[config.mk]
export PLATFORM = sky130hd
export DESIGN_NAME = weighted_move_score_accumulator
export DESIGN_NICKNAME = d
export VERILOG_FILES = /design/src/rtl/wmsa_pkg.sv /design/src/rtl/wmsa_term.sv /design/src/rtl/wmsa_accum.sv /design/src/rtl/wmsa_fifo.sv /design/src/rtl/weighted_move_score_accumulator.sv
export SDC_FILE = /design/constraint.sdc
export NUM_CORES = 2
export LEC_CHECK = 0
export BUFFER_PORTS_ARGS = -buffer_cell sky130_fd_sc_hd__buf_4
export CORE_ASPECT_RATIO = 0.6
export CORE_UTILIZATION = 48
export CTS_CLUSTER_DIAMETER = 40
export CTS_CLUSTER_SIZE = 24
export DETAILED_ROUTE_END_ITERATION = 8
export GPL_TIMING_DRIVEN = 0
export PLACE_DENSITY = 0.63
export SKIP_CTS_REPAIR_TIMING = 1
export SLEW_MARGIN = 20
export SYNTH_ARGS = -nofsm -noshare
export SYNTH_HDL_FRONTEND = slang
export SYNTH_HIERARCHICAL = 1
export SYNTH_SLANG_ARGS = --single-unit
[constraint.sdc]
create_clock -name clk_i -period 9.5 [get_ports clk_i]
set_input_delay 1.425 -clock clk_i [delete_from_list [all_inputs] [get_ports clk_i]]
set_output_delay 1.425 -clock clk_i [all_outputs]
set_load 0.005 [all_outputs]
[src/rtl/wmsa_pkg.sv]
`timescale 1ns / 1ps
`default_nettype none

package wmsa_pkg;

  localparam int unsigned DeltaW   = 32;
  localparam int unsigned CoeffW   = 32;
  localparam int unsigned GapW     = 48;
  localparam int unsigned WeightW  = 16;
  localparam int unsigned GainW    = 8;
  localparam int unsigned ScoreW   = 48;
  localparam int unsigned ProdW    = 64;
  localparam int unsigned ScaledW  = WeightW + GainW;
  localparam int unsigned ContribW = ScaledW + 1;
  localparam int unsigned InDataW  = DeltaW + CoeffW + GapW + WeightW;
  localparam int unsigned OutDataW = ((ScoreW + 7) / 8) * 8;
  localparam int unsigned AddrW    = 3;

  localparam logic RegFeasible = 1'b0;
  localparam logic RegGain     = 1'b1;

  localparam logic [GainW-1:0] GainReset = 8'd1;

  typedef struct packed {
    logic                       valid;
    logic                       last;
    logic signed [ContribW-1:0] contrib;
  } term_t;

  typedef struct packed {
    logic s1_last;
    logic s2_last;
  } pipe_status_t;

endpackage

`default_nettype wire

[src/rtl/wmsa_term.sv]
`timescale 1ns / 1ps
`default_nettype none

module wmsa_term (
  input  wire                                   clk_i,
  input  wire                                   rst_ni,
  input  wire                                   in_valid_i,
  input  wire signed [wmsa_pkg::DeltaW-1:0]     delta_i,
  input  wire signed [wmsa_pkg::CoeffW-1:0]     coeff_i,
  input  wire signed [wmsa_pkg::GapW-1:0]       gap_i,
  input  wire        [wmsa_pkg::WeightW-1:0]    weight_i,
  input  wire                                   obj_i,
  input  wire                                   last_i,
  input  wire                                   feasible_i,
  input  wire        [wmsa_pkg::GainW-1:0]      gain_i,
  output wmsa_pkg::term_t                       term_o,
  output wmsa_pkg::pipe_status_t                status_o
);

  // stage 1: products
  logic                                 s1_valid_q, s1_last_q, s1_obj_q;
  logic signed [wmsa_pkg::ProdW-1:0]    prod_d, prod_q;
  logic        [wmsa_pkg::ScaledW-1:0]  scaled_d, scaled_q;
  logic signed [wmsa_pkg::GapW-1:0]     gap_q;
  logic        [wmsa_pkg::WeightW-1:0]  weight_q;

  assign prod_d   = coeff_i * delta_i;
  assign scaled_d = {{wmsa_pkg::GainW{1'b0}}, weight_i}
                  * {{wmsa_pkg::WeightW{1'b0}}, gain_i};

  always_ff @(posedge clk_i or negedge rst_ni) begin
    if (!rst_ni) begin
      s1_valid_q <= 1'b0;
      s1_last_q  <= 1'b0;
    end else begin
      s1_valid_q <= in_valid_i;
      s1_last_q  <= in_valid_i & last_i;
    end
  end

  always_ff @(posedge clk_i) begin
    prod_q   <= prod_d;
    scaled_q <= scaled_d;
    gap_q    <= gap_i;
    weight_q <= weight_i;
    s1_obj_q <= obj_i;
  end

  // stage 2: new gap and contribution
  logic signed [wmsa_pkg::ProdW-1:0]    new_gap;
  logic                                 pre_sat, now_sat, shrank;
  logic signed [wmsa_pkg::ContribW-1:0] w_s, sc_s, contrib_d;
  logic                                 term_valid_q, term_last_q;
  logic signed [wmsa_pkg::ContribW-1:0] contrib_q;

  assign new_gap = wmsa_pkg::ProdW'(gap_q) + prod_q;
  assign pre_sat = gap_q[wmsa_pkg::GapW-1] | (gap_q == '0);
  assign now_sat = new_gap[wmsa_pkg::ProdW-1] | (new_gap == '0);
  assign shrank  = prod_q[wmsa_pkg::ProdW-1];
  assign w_s     = signed'({{(wmsa_pkg::ContribW - wmsa_pkg::WeightW){1'b0}}, weight_q});
  assign sc_s    = signed'({1'b0, scaled_q});

  always_comb begin
    contrib_d = '0;
    if (s1_obj_q) begin
      if (feasible_i) begin
        contrib_d = now_sat ? w_s : -w_s;
      end
    end else if (!pre_sat && now_sat) begin
      contrib_d = w_s;
    end else if (pre_sat && !now_sat) begin
      contrib_d = -w_s;
    end else if (!pre_sat && !now_sat) begin
      contrib_d = shrank ? sc_s : -sc_s;
    end
  end

  always_ff @(posedge clk_i or negedge rst_ni) begin
    if (!rst_ni) begin
      term_valid_q <= 1'b0;
      term_last_q  <= 1'b0;
    end else begin
      term_valid_q <= s1_valid_q;
      term_last_q  <= s1_last_q;
    end
  end

  always_ff @(posedge clk_i) begin
    contrib_q <= contrib_d;
  end

  assign term_o           = wmsa_pkg::term_t'{valid:   term_valid_q,
                                              last:    term_last_q,
                                              contrib: contrib_q};
  assign status_o.s1_last = s1_last_q;
  assign status_o.s2_last = term_last_q;

  a_last_implies_valid: assert property (@(posedge clk_i) disable iff (!rst_ni)
    term_last_q |-> term_valid_q)
    else $error("last mark without valid term");

  a_stage_follow: assert property (@(posedge clk_i) disable iff (!rst_ni)
    s1_valid_q |=> term_valid_q)
    else $error("term dropped between stages");

  a_obj_off_zero: assert property (@(posedge clk_i) disable iff (!rst_ni)
    (s1_valid_q && s1_obj_q && !feasible_i) |=> (contrib_q == '0))
    else $error("objective term scored while not feasible");

endmodule

`default_nettype wire

[src/rtl/wmsa_accum.sv]
`timescale 1ns / 1ps
`default_nettype none

module wmsa_accum (
  input  wire                                  clk_i,
  input  wire                                  rst_ni,
  input  wmsa_pkg::term_t                      term_i,
  output logic                                 push_o,
  output logic signed [wmsa_pkg::ScoreW-1:0]   push_data_o
);

  localparam int unsigned WideW = wmsa_pkg::ScoreW + 1;

  logic signed [wmsa_pkg::ScoreW-1:0] sum_q, sum_d, sat_sum;
  logic signed [WideW-1:0]            wide_sum;

  assign wide_sum = WideW'(sum_q) + WideW'(term_i.contrib);

  always_comb begin
    sat_sum = wide_sum[wmsa_pkg::ScoreW-1:0];
    if (wide_sum[WideW-1] != wide_sum[WideW-2]) begin
      sat_sum = wide_sum[WideW-1]
              ? {1'b1, {(wmsa_pkg::ScoreW-1){1'b0}}}
              : {1'b0, {(wmsa_pkg::ScoreW-1){1'b1}}};
    end
  end

  always_comb begin
    sum_d = sum_q;
    if (term_i.valid) begin
      sum_d = term_i.last ? '0 : sat_sum;
    end
  end

  always_ff @(posedge clk_i or negedge rst_ni) begin
    if (!rst_ni) begin
      sum_q <= '0;
    end else begin
      sum_q <= sum_d;
    end
  end

  assign push_o      = term_i.valid & term_i.last;
  assign push_data_o = sat_sum;

  a_clear_after_last: assert property (@(posedge clk_i) disable iff (!rst_ni)
    push_o |=> (sum_q == '0))
    else $error("score not cleared after last term");

  a_hold_idle: assert property (@(posedge clk_i) disable iff (!rst_ni)
    !term_i.valid |=> (sum_q == $past(sum_q)))
    else $error("score moved without a term");

  a_sat_sign: assert property (@(posedge clk_i) disable iff (!rst_ni)
    (term_i.valid && term_i.contrib >= 0 && sum_q >= 0) |-> (sat_sum >= sum_q))
    else $error("positive term wrapped the score");

endmodule

`default_nettype wire

[src/rtl/wmsa_fifo.sv]
`timescale 1ns / 1ps
`default_nettype none

module wmsa_fifo #(
  parameter int unsigned Depth = 4,
  parameter int unsigned Width = 48,
  parameter int unsigned CntW  = $clog2(Depth + 1)
) (
  input  wire              clk_i,
  input  wire              rst_ni,
  input  wire              push_i,
  input  wire  [Width-1:0] push_data_i,
  output logic             valid_o,
  input  wire              ready_i,
  output logic [Width-1:0] data_o,
  output logic [CntW-1:0]  cnt_o
);

  localparam int unsigned PtrW = (Depth > 1) ? $clog2(Depth) : 1;
  localparam logic [PtrW-1:0] PtrLast = PtrW'(Depth - 1);

  logic [Width-1:0] mem_q [Depth];
  logic [PtrW-1:0]  wr_ptr_q, rd_ptr_q;
  logic [CntW-1:0]  cnt_q;
  logic             pop;

  assign pop = valid_o & ready_i;

  always_ff @(posedge clk_i or negedge rst_ni) begin
    if (!rst_ni) begin
      wr_ptr_q <= '0;
      rd_ptr_q <= '0;
      cnt_q    <= '0;
    end else begin
      if (push_i) begin
        wr_ptr_q <= (wr_ptr_q == PtrLast) ? '0 : wr_ptr_q + 1'b1;
      end
      if (pop) begin
        rd_ptr_q <= (rd_ptr_q == PtrLast) ? '0 : rd_ptr_q + 1'b1;
      end
      case ({push_i, pop})
        2'b10:   cnt_q <= cnt_q + 1'b1;
        2'b01:   cnt_q <= cnt_q - 1'b1;
        default: cnt_q <= cnt_q;
      endcase
    end
  end

  always_ff @(posedge clk_i) begin
    if (push_i) begin
      mem_q[wr_ptr_q] <= push_data_i;
    end
  end

  assign valid_o = (cnt_q != '0);
  assign data_o  = mem_q[rd_ptr_q];
  assign cnt_o   = cnt_q;

  a_no_overflow: assert property (@(posedge clk_i) disable iff (!rst_ni)
    (push_i && !pop) |-> (cnt_q < CntW'(Depth)))
    else $error("result queue overflow");

  a_cnt_bound: assert property (@(posedge clk_i) disable iff (!rst_ni)
    cnt_q <= CntW'(Depth))
    else $error("result queue count out of range");

  a_stall_hold: assert property (@(posedge clk_i) disable iff (!rst_ni)
    (valid_o && !ready_i) |=> (valid_o && $stable(rd_ptr_q)))
    else $error("stalled result moved");

endmodule

`default_nettype wire

[src/rtl/weighted_move_score_accumulator.sv]
`timescale 1ns / 1ps
`default_nettype none

// Scores a candidate variable move from a stream of its row terms.
// Input beat: one term (delta, coefficient, row gap, row weight), tuser marks
// the objective row, tlast marks the final term of the move. Each term adds a
// signed contribution to a saturating 48-bit score; the final term releases
// the score on the master side as one beat and clears it.
// Configuration over APB: feasible_found at 0x0, violated_gain at 0x4.
// Throughput: one term per cycle while s_axis_tready is high. Terms pass an
// input register, a multiply stage and a gap/contribution stage; the
// accumulator adds the last term as its score enters the result queue, and
// the score beat is presented from the queue's registered output.
// Results wait in a queue of ResultDepth beats (at least 5 keeps terms
// flowing back to back while the receiver keeps up). The slave side takes
// terms while the queue has room for every move end still in flight; a
// stalled receiver backs up the queue and only then drops s_axis_tready.
// Reset clears the score, the queue and the pipeline, sets feasible_found
// to 0 and violated_gain to 1.
module weighted_move_score_accumulator #(
  parameter int unsigned ResultDepth = 8
) (
  input  wire                                clk_i,
  input  wire                                rst_ni,
  input  wire                                s_axis_tvalid,
  output logic                               s_axis_tready,
  // move_delta[31:0], coeff[63:32], row_gap[111:64], row_weight[127:112]
  input  wire  [wmsa_pkg::InDataW-1:0]       s_axis_tdata,
  // is_objective[0]
  input  wire  [0:0]                         s_axis_tuser,
  input  wire                                s_axis_tlast,
  output logic                               m_axis_tvalid,
  input  wire                                m_axis_tready,
  // move_score[47:0]
  output logic [wmsa_pkg::OutDataW-1:0]      m_axis_tdata,
  input  wire                                psel,
  input  wire                                penable,
  input  wire                                pwrite,
  input  wire  [wmsa_pkg::AddrW-1:0]         paddr,
  input  wire  [31:0]                        pwdata,
  output logic [31:0]                        prdata,
  output logic                               pready
);

  localparam int unsigned CntW = $clog2(ResultDepth + 1);
  localparam int unsigned SumW = CntW + 1;

  // configuration
  logic                             feasible_q;
  logic [wmsa_pkg::GainW-1:0]       gain_q;
  logic                             cfg_wr;

  assign pready = 1'b1;
  assign cfg_wr = psel & penable & pwrite & pready;

  always_ff @(posedge clk_i or negedge rst_ni) begin
    if (!rst_ni) begin
      feasible_q <= 1'b0;
      gain_q     <= wmsa_pkg::GainReset;
    end else if (cfg_wr) begin
      case (paddr[2])
        wmsa_pkg::RegFeasible: feasible_q <= pwdata[0];
        wmsa_pkg::RegGain:     gain_q     <= pwdata[wmsa_pkg::GainW-1:0];
        default:               feasible_q <= feasible_q;
      endcase
    end
  end

  always_comb begin
    case (paddr[2])
      wmsa_pkg::RegFeasible: prdata = {31'd0, feasible_q};
      wmsa_pkg::RegGain:     prdata = {{(32 - wmsa_pkg::GainW){1'b0}}, gain_q};
      default:               prdata = '0;
    endcase
  end

  // input register
  logic                                 s0_valid_q, s0_last_q, s0_obj_q;
  logic signed [wmsa_pkg::DeltaW-1:0]   s0_delta_q;
  logic signed [wmsa_pkg::CoeffW-1:0]   s0_coeff_q;
  logic signed [wmsa_pkg::GapW-1:0]     s0_gap_q;
  logic        [wmsa_pkg::WeightW-1:0]  s0_weight_q;
  logic                                 in_beat;

  assign in_beat = s_axis_tvalid & s_axis_tready;

  always_ff @(posedge clk_i or negedge rst_ni) begin
    if (!rst_ni) begin
      s0_valid_q <= 1'b0;
      s0_last_q  <= 1'b0;
    end else begin
      s0_valid_q <= in_beat;
      s0_last_q  <= in_beat & s_axis_tlast;
    end
  end

  always_ff @(posedge clk_i) begin
    s0_delta_q  <= s_axis_tdata[31:0];
    s0_coeff_q  <= s_axis_tdata[63:32];
    s0_gap_q    <= s_axis_tdata[111:64];
    s0_weight_q <= s_axis_tdata[127:112];
    s0_obj_q    <= s_axis_tuser[0];
  end

  wmsa_pkg::term_t        term;
  wmsa_pkg::pipe_status_t status;

  wmsa_term u_term (
    .clk_i      (clk_i),
    .rst_ni     (rst_ni),
    .in_valid_i (s0_valid_q),
    .delta_i    (s0_delta_q),
    .coeff_i    (s0_coeff_q),
    .gap_i      (s0_gap_q),
    .weight_i   (s0_weight_q),
    .obj_i      (s0_obj_q),
    .last_i     (s0_last_q),
    .feasible_i (feasible_q),
    .gain_i     (gain_q),
    .term_o     (term),
    .status_o   (status)
  );

  logic                                push;
  logic signed [wmsa_pkg::ScoreW-1:0]  push_data;

  wmsa_accum u_accum (
    .clk_i       (clk_i),
    .rst_ni      (rst_ni),
    .term_i      (term),
    .push_o      (push),
    .push_data_o (push_data)
  );

  logic [wmsa_pkg::ScoreW-1:0] q_data;
  logic [CntW-1:0]             q_cnt;

  wmsa_fifo #(
    .Depth (ResultDepth),
    .Width (wmsa_pkg::ScoreW)
  ) u_fifo (
    .clk_i       (clk_i),
    .rst_ni      (rst_ni),
    .push_i      (push),
    .push_data_i (push_data),
    .valid_o     (m_axis_tvalid),
    .ready_i     (m_axis_tready),
    .data_o      (q_data),
    .cnt_o       (q_cnt)
  );

  assign m_axis_tdata = {{(wmsa_pkg::OutDataW - wmsa_pkg::ScoreW){1'b0}}, q_data};

  // reserve a queue slot for every move end in flight
  logic [SumW-1:0] committed;

  assign committed = SumW'(q_cnt) + SumW'(s0_last_q) + SumW'(status.s1_last)
                   + SumW'(status.s2_last);
  assign s_axis_tready = (committed < SumW'(ResultDepth));

  a_credit_bound: assert property (@(posedge clk_i) disable iff (!rst_ni)
    committed <= SumW'(ResultDepth))
    else $error("more results in flight than queue slots");

  a_last_reaches_queue: assert property (@(posedge clk_i) disable iff (!rst_ni)
    s0_last_q |-> ##2 push)
    else $error("move end did not reach the result queue");

  a_cfg_gain_write: assert property (@(posedge clk_i) disable iff (!rst_ni)
    (cfg_wr && paddr[2] == wmsa_pkg::RegGain) |=> (gain_q == $past(pwdata[7:0])))
    else $error("gain register write lost");

endmodule

`default_nettype wire
# After elaboration in Yosys (flattened, before gate mapping)
# Memories as Yosys holds them, arrays and structs flattened.
# Index checks and enable logic that the tools add are counted.
dict set report totals {
  regBits 380
  mem_bits_rw 384
  inputBits 172
  output_inout_bits 83
  wordCells 80
  mem_count 1
}
# name depth word_bits rd rd_ports_with_merged_regs write_ports line_no
set memory_table {}
lappend memory_table {u_fifo.mem_q 8 48 1 0 1 wmsa_fifo.sv:22} ;# logic [Width-1:0] mem_q [Depth];
dict set report classes {
  n_addsub 11
  multipliers 2
  n_lt_le_gt_ge 1
  n_eq_ne 5
  mux 16
  bitwise_logic 10
  reduce_logical 11
}
# cell count
set ops {}
lappend ops {{25-bit 2-to-1 mux} 7}
lappend ops {{48-bit 2-to-1 mux} 3}
lappend ops {{48-bit by 64-bit adder with 64-bit output} 1}
lappend ops {{64-bit zero test} 1}
lappend ops {{32-bit by 32-bit multiplier with 64-bit output} 1}
lappend ops {{32-bit one-hot mux with 2 select lines} 1}
lappend ops {{48-bit by 25-bit adder with 49-bit output} 1}
lappend ops {{48-bit zero test} 1}
lappend ops {{16-bit negation with 25-bit output} 1}
lappend ops {{24-bit negation with 25-bit output} 1}
lappend ops {{16-bit by 8-bit multiplier with 24-bit output} 1}
lappend ops {{5-bit by 1-bit adder with 5-bit output} 2}
lappend ops {{4-bit one-hot mux with 2 select lines} 1}
lappend ops {{1-bit bitwise AND} 7}
lappend ops {{3-bit by 1-bit adder with 3-bit output, second input constant} 2}
lappend ops {{3-bit equality test, second input constant} 2}
lappend ops {{3-bit 2-to-1 mux} 2}
lappend ops {{4-bit by 1-bit adder with 5-bit output} 1}
lappend ops {{5-bit by 4-bit less-than comparator with 1-bit output, second input constant} 1}
lappend ops {{4-bit by 1-bit adder with 4-bit output, second input constant} 1}
lappend ops {{2-bit AND reduction} 2}
lappend ops {{4-bit nonzero test} 1}
lappend ops {{4-bit by 1-bit subtractor with 4-bit output, second input constant} 1}
lappend ops {{1-bit logical AND} 3}
lappend ops {{8 further kinds} 11}

# Depth between registers and ports, before layout
dict set report depth {
  word_depth 9
  depth_mapped 32
  depth_no_buf 31
}

# By module
# The synthesis kept the hierarchy.
# module n_inst cells_per_inst area_each_um2 seq_area_each_um2
set modules_own_cells {}
lappend modules_own_cells {wmsa_term 1 5422 49433.7 3663.5}
lappend modules_own_cells {wmsa_fifo 1 613 14994.4 11781.3}
lappend modules_own_cells {wmsa_accum 1 668 5182.5 1201.2}
lappend modules_own_cells {weighted_move_score_accumulator 1 195 3329.4 2859.0}

# Worst setup path before layout
# Ideal clock, no wire load.
dict set report synth_path {
  path_kind {reg-to-reg}
  from {register s0_coeff_q[9] in the netlist's numbering}
  to {register u_term/prod_q[57] in the netlist's numbering}
  setup_time_ns 0.127
  t_arrival_ns 8.092
  required_time_ns 9.373
  setup_slack_ns 1.281
  stages_incl_launch_ff 33
  path_buffers 1
  synth_period_minus_slack_ns 8.219
  cell_sequence {dfxtp_1 clkbuf_1 nand2_1 fa_1 inv_1 fa_1 fa_1 inv_1 fa_1 inv_1 fa_1 inv_1 fa_1 inv_1 fa_1 inv_1 fa_1 inv_1 ha_1 a21oi_1 o21ai_0 a221o_1 a31oi_1 o21ai_0 nor3b_1 or4b_2 nand2_1 o31ai_1 a21boi_0 o21ai_0 a41oi_1 o21ai_0 xor2_1}
}
dict set report synth_via {
  elab_chain_len 1
}
# element line_no
set synth_rtl {}
lappend synth_rtl {{start, declared} weighted_move_score_accumulator.sv:80} ;# logic signed [wmsa_pkg::CoeffW-1:0] s0_coeff_q;
lappend synth_rtl {{start signal, assigned} weighted_move_score_accumulator.sv:99} ;# s0_coeff_q <= s_axis_tdata[63:32];
lappend synth_rtl {{32-bit by 32-bit multiplier with 64-bit output} wmsa_term.sv:27} ;# assign prod_d = coeff_i * delta_i;
lappend synth_rtl {{net u_term.prod_d (one bit)} wmsa_term.sv:22} ;# logic signed [wmsa_pkg::ProdW-1:0] prod_d, prod_q;
lappend synth_rtl {{end signal, assigned} wmsa_term.sv:42} ;# prod_q <= prod_d;
lappend synth_rtl {{end, declared} wmsa_term.sv:22}
# The timed path passes the listed nets, and every way through them passes these cells.
# A chain may end at the register's enable or synchronous reset.

# Final worst setup path
dict set report layout_path {
  from {register s0_delta_q[30] in the netlist's numbering}
  to {register u_term/prod_q[62] in the netlist's numbering}
}
dict set report layout_via {
  elab_chain_len 1
}
# element line_no
set layout_rtl {}
lappend layout_rtl {{start, declared} weighted_move_score_accumulator.sv:79} ;# logic signed [wmsa_pkg::DeltaW-1:0] s0_delta_q;
lappend layout_rtl {{start signal, assigned} weighted_move_score_accumulator.sv:98} ;# s0_delta_q <= s_axis_tdata[31:0];
lappend layout_rtl {{32-bit by 32-bit multiplier with 64-bit output} wmsa_term.sv:27}
lappend layout_rtl {{net u_term.prod_d (one bit)} wmsa_term.sv:22}
# The timed path passes the listed nets, and every way through them passes these cells.

==> results.md <==
- Outcome: complete, but fails checks
- Failing checks: DRC
- CTS tree: done
- Num CTS Buffers: 84
- Synthesized area: roughly 73000 um^2
- Layout fillers: 13100
- Die height: 304 um
- Die area: 154000 um^2
- Arr. time, crit path: around 10000 ps
- Critical path endpoint category: flip-flop
- Clock root buffer: clkbuf_16
- Number of flops mapped to enable cells by yosys: approximately 380
- Count leader, synth: fa_1
- Final Hold Fails: 0
- Worst path most repeated cell: fa_1
- Total Wirelength: 262000 um
- Area grow syn2layout: 11.8%
- Worst-Margin Slew: roughly 1300 ps
- Top post-synthesis cells by area: fa_1 32%, edfxtp_1 16%, dfxtp_1 8.4%, ha_1 6.0%, inv_1 5.6%
- Crit Path Class: reg2reg
- Critical path peak fanout: 10
- Pin count of the biggest net entering global routing: between 70 and 80
- Placed Area: 77600 um^2
- Skew-Pair Late Insertion Delay: 730 ps
- FP Rows: 110
- Slowest CP cell: clkbuf_1
- CORE AREA: about 150000 um^2
- Final Cell Area: around 82000 um^2
- MaxCap Viol Count: 0
- First DRT Iteration DRCs: roughly 6300
- Layout cells sized above 1: 0.125
- Seq/Total Area, Yosys: 0.267
- Total grt overflow: 0
- GPL Wtd Cong: about 1.0
- Max transition margin: 0.0977
- Prevailing post-synth register cell: edfxtp_1
- Chip Width: between 500 and 600 um
- Worst Clk Skew: ~49 ps
- Clock buffer depth: 3
- Hold WC Path Type: reg2reg
- Ports: roughly 260
- Max-slew violations: 0
- Max incr delay on CP: around 840 ps
- Final critical-path setup slack: ~100 ps
- Mapped Cells: 6898
- Top cell type's share of synthesized area: 0.321
- Critical Path RT: 10110 ps
- Nets@finish: 8959
- Period utilization: 0.989
- #FFs+latches synth: between 700 and 800
- Startpoint Class: flip-flop
- Dpl ws: -1030 ps
- Via Count: 54100
- DRT Pass-1 Iters: 7
- Global-route wire length before repair: ~380000 um
- Sink Count: approximately 760
- Post-synth top cells: 1169 x fa_1, 1094 x inv_1, 740 x nand2_1
- Post-Route Utilization: 0.542
- Syn_area_per_cell: 10.6 um^2
- Routed len/inst: ~28 um
- Yosys warnings: 6
- H-tree depth: 3
- Gr usage total: 0.347
- # setup viols final: 0
- Synth cell types: ~110
- Post-synth top area cell: fa_1
- Via density: 5.76
- Post-DRT Antenna Nets: 0
- DRC: 27
- Max Freq: approximately 110 MHz
- Min cycle time layout: around 9400 ps
- Starting Density: 0.485
- Unrepaired setup endpoints after global routing: yes
- CTS clk-pin slew, worst paths: ~60 ps
- Initial antenna violation count: 38
- Share of flip-flops with an asynchronous set or reset: 0.0955
- Vias in the first global route: about 54000
- PortBufs: about 200
- Post-DP HPWL: 215000 um
- TNS Setup: 0 ps
==> cell type report <==
cell class,count,area [um^2],share of cell area
Clock buffer,89,2150,0.0264
Inverter,1097,4140,0.0507
Buffer,365,1920,0.0236
Tap cell,2016,2520,0.0309
Antenna cell,33,82.6,0.00101
Timing Repair Buffer,264,2220,0.0272
Multi-Input combinational cell,4693,48000,0.588
Sequential cell,764,19500,0.240
Clock inverter,69,997,0.0122
==> worst max-delay path: cells and delay by family, from the launching register on <==
family | cells | cell delay, ps
AOI/OAI and AO/OA | 12 | 2490
DFF | 1 | 730
adders and majority gates | 9 | 4640
and+or+nand+nor | 1 | 270
buffers and inverters | 2 | 1020
xor gates and xnor gates | 1 | 130
==> path summary, 6_finish.rpt <==
path                            cells after the start           start            endpoint  slack, ps
worst max-delay path                               25  s0_delta_q[30]   u_term/prod_q[62]        100
worst min-delay path                                0    s0_gap_q[46]    u_term/gap_q[46]        320
min in group asynchronous                           1          rst_ni  u_fifo/rd_ptr_q[2]        760
worst min register to register                      0    s0_gap_q[46]    u_term/gap_q[46]        320
max in group asynchronous                           1          rst_ni           gain_q[6]       8150
worst max register to register                     25  s0_delta_q[30]   u_term/prod_q[62]        100
==> metal layers <==
metal  vias up  routed length (um)  track usage
li1      23000                   -            -
met1     27800              123000        0.558
met2      3000               92600        0.417
met3       283               40900        0.149
met4         8                5380       0.0674
met5         -                 572       0.0148
==> flip-flops by register name (all words and copies together) (netlist names), 3 cells and up <==
register	cells
s0_weight_q	16
gain_q	8
u_fifo/rd_ptr_q	3
s0_coeff_q	32
u_fifo/wr_ptr_q	3
s0_gap_q	48
u_term/prod_q	64
u_accum/sum_q	48
u_fifo/mem_q	384
u_term/weight_q	16
u_term/gap_q	48
u_term/contrib_q	25
u_fifo/cnt_o	4
s0_delta_q	32
u_term/scaled_q	24
==> metrics by stage <==
| step | hold WS (ps) | instances |
|---|---|---|
| 2_1_floorplan | 310 | 6921 |
| 3_3_place_gp | 312 | 9139 |
| 3_5_place_dp | 313 | 9172 |
| 4_1_cts | 325 | 9330 |
| 5_1_grt | 327 | 9372 |
| 6_report | 324 | 9390 |
==> placed cells by master (no fill, tap or decap), drive strengths merged, types with 25 or more instances in the layout <==
cell type	instances
a211oi	27
edfxtp	384
nor2	231
nand4	65
mux4	96
dfrtp	72
o21a	36
dfxtp	307
nand2	740
fa	1169
o211ai	27
a21o	68
buf	362
nand2b	26
inv	1126
clkinv	26
nor4	31
nor3	69
xor2	67
clkbuf	354
xnor2	110
or3	27
and2	598
ha	349
diode	33
conb	25
nand3	57
mux2	65
a21oi	277
o21bai	32
o21ai	162
o2bb2ai	36
==> logic make-up after synthesis <==
kind of cell / count (synthesis) / synth area share
mux: 169 / 0.0408
compound gates: 851 / 0.0767
flops: 764 / 0.267
xor+xnor: 177 / 0.0213
fa+ha+maj: 1523 / 0.381
simple gates: 1948 / 0.134
buf+inv: 1464 / 0.0786
other cells: 2 / 0.000103
Power is not shown: default switching activity piles up to over one toggle a cycle in this logic, so the estimate is an artifact.
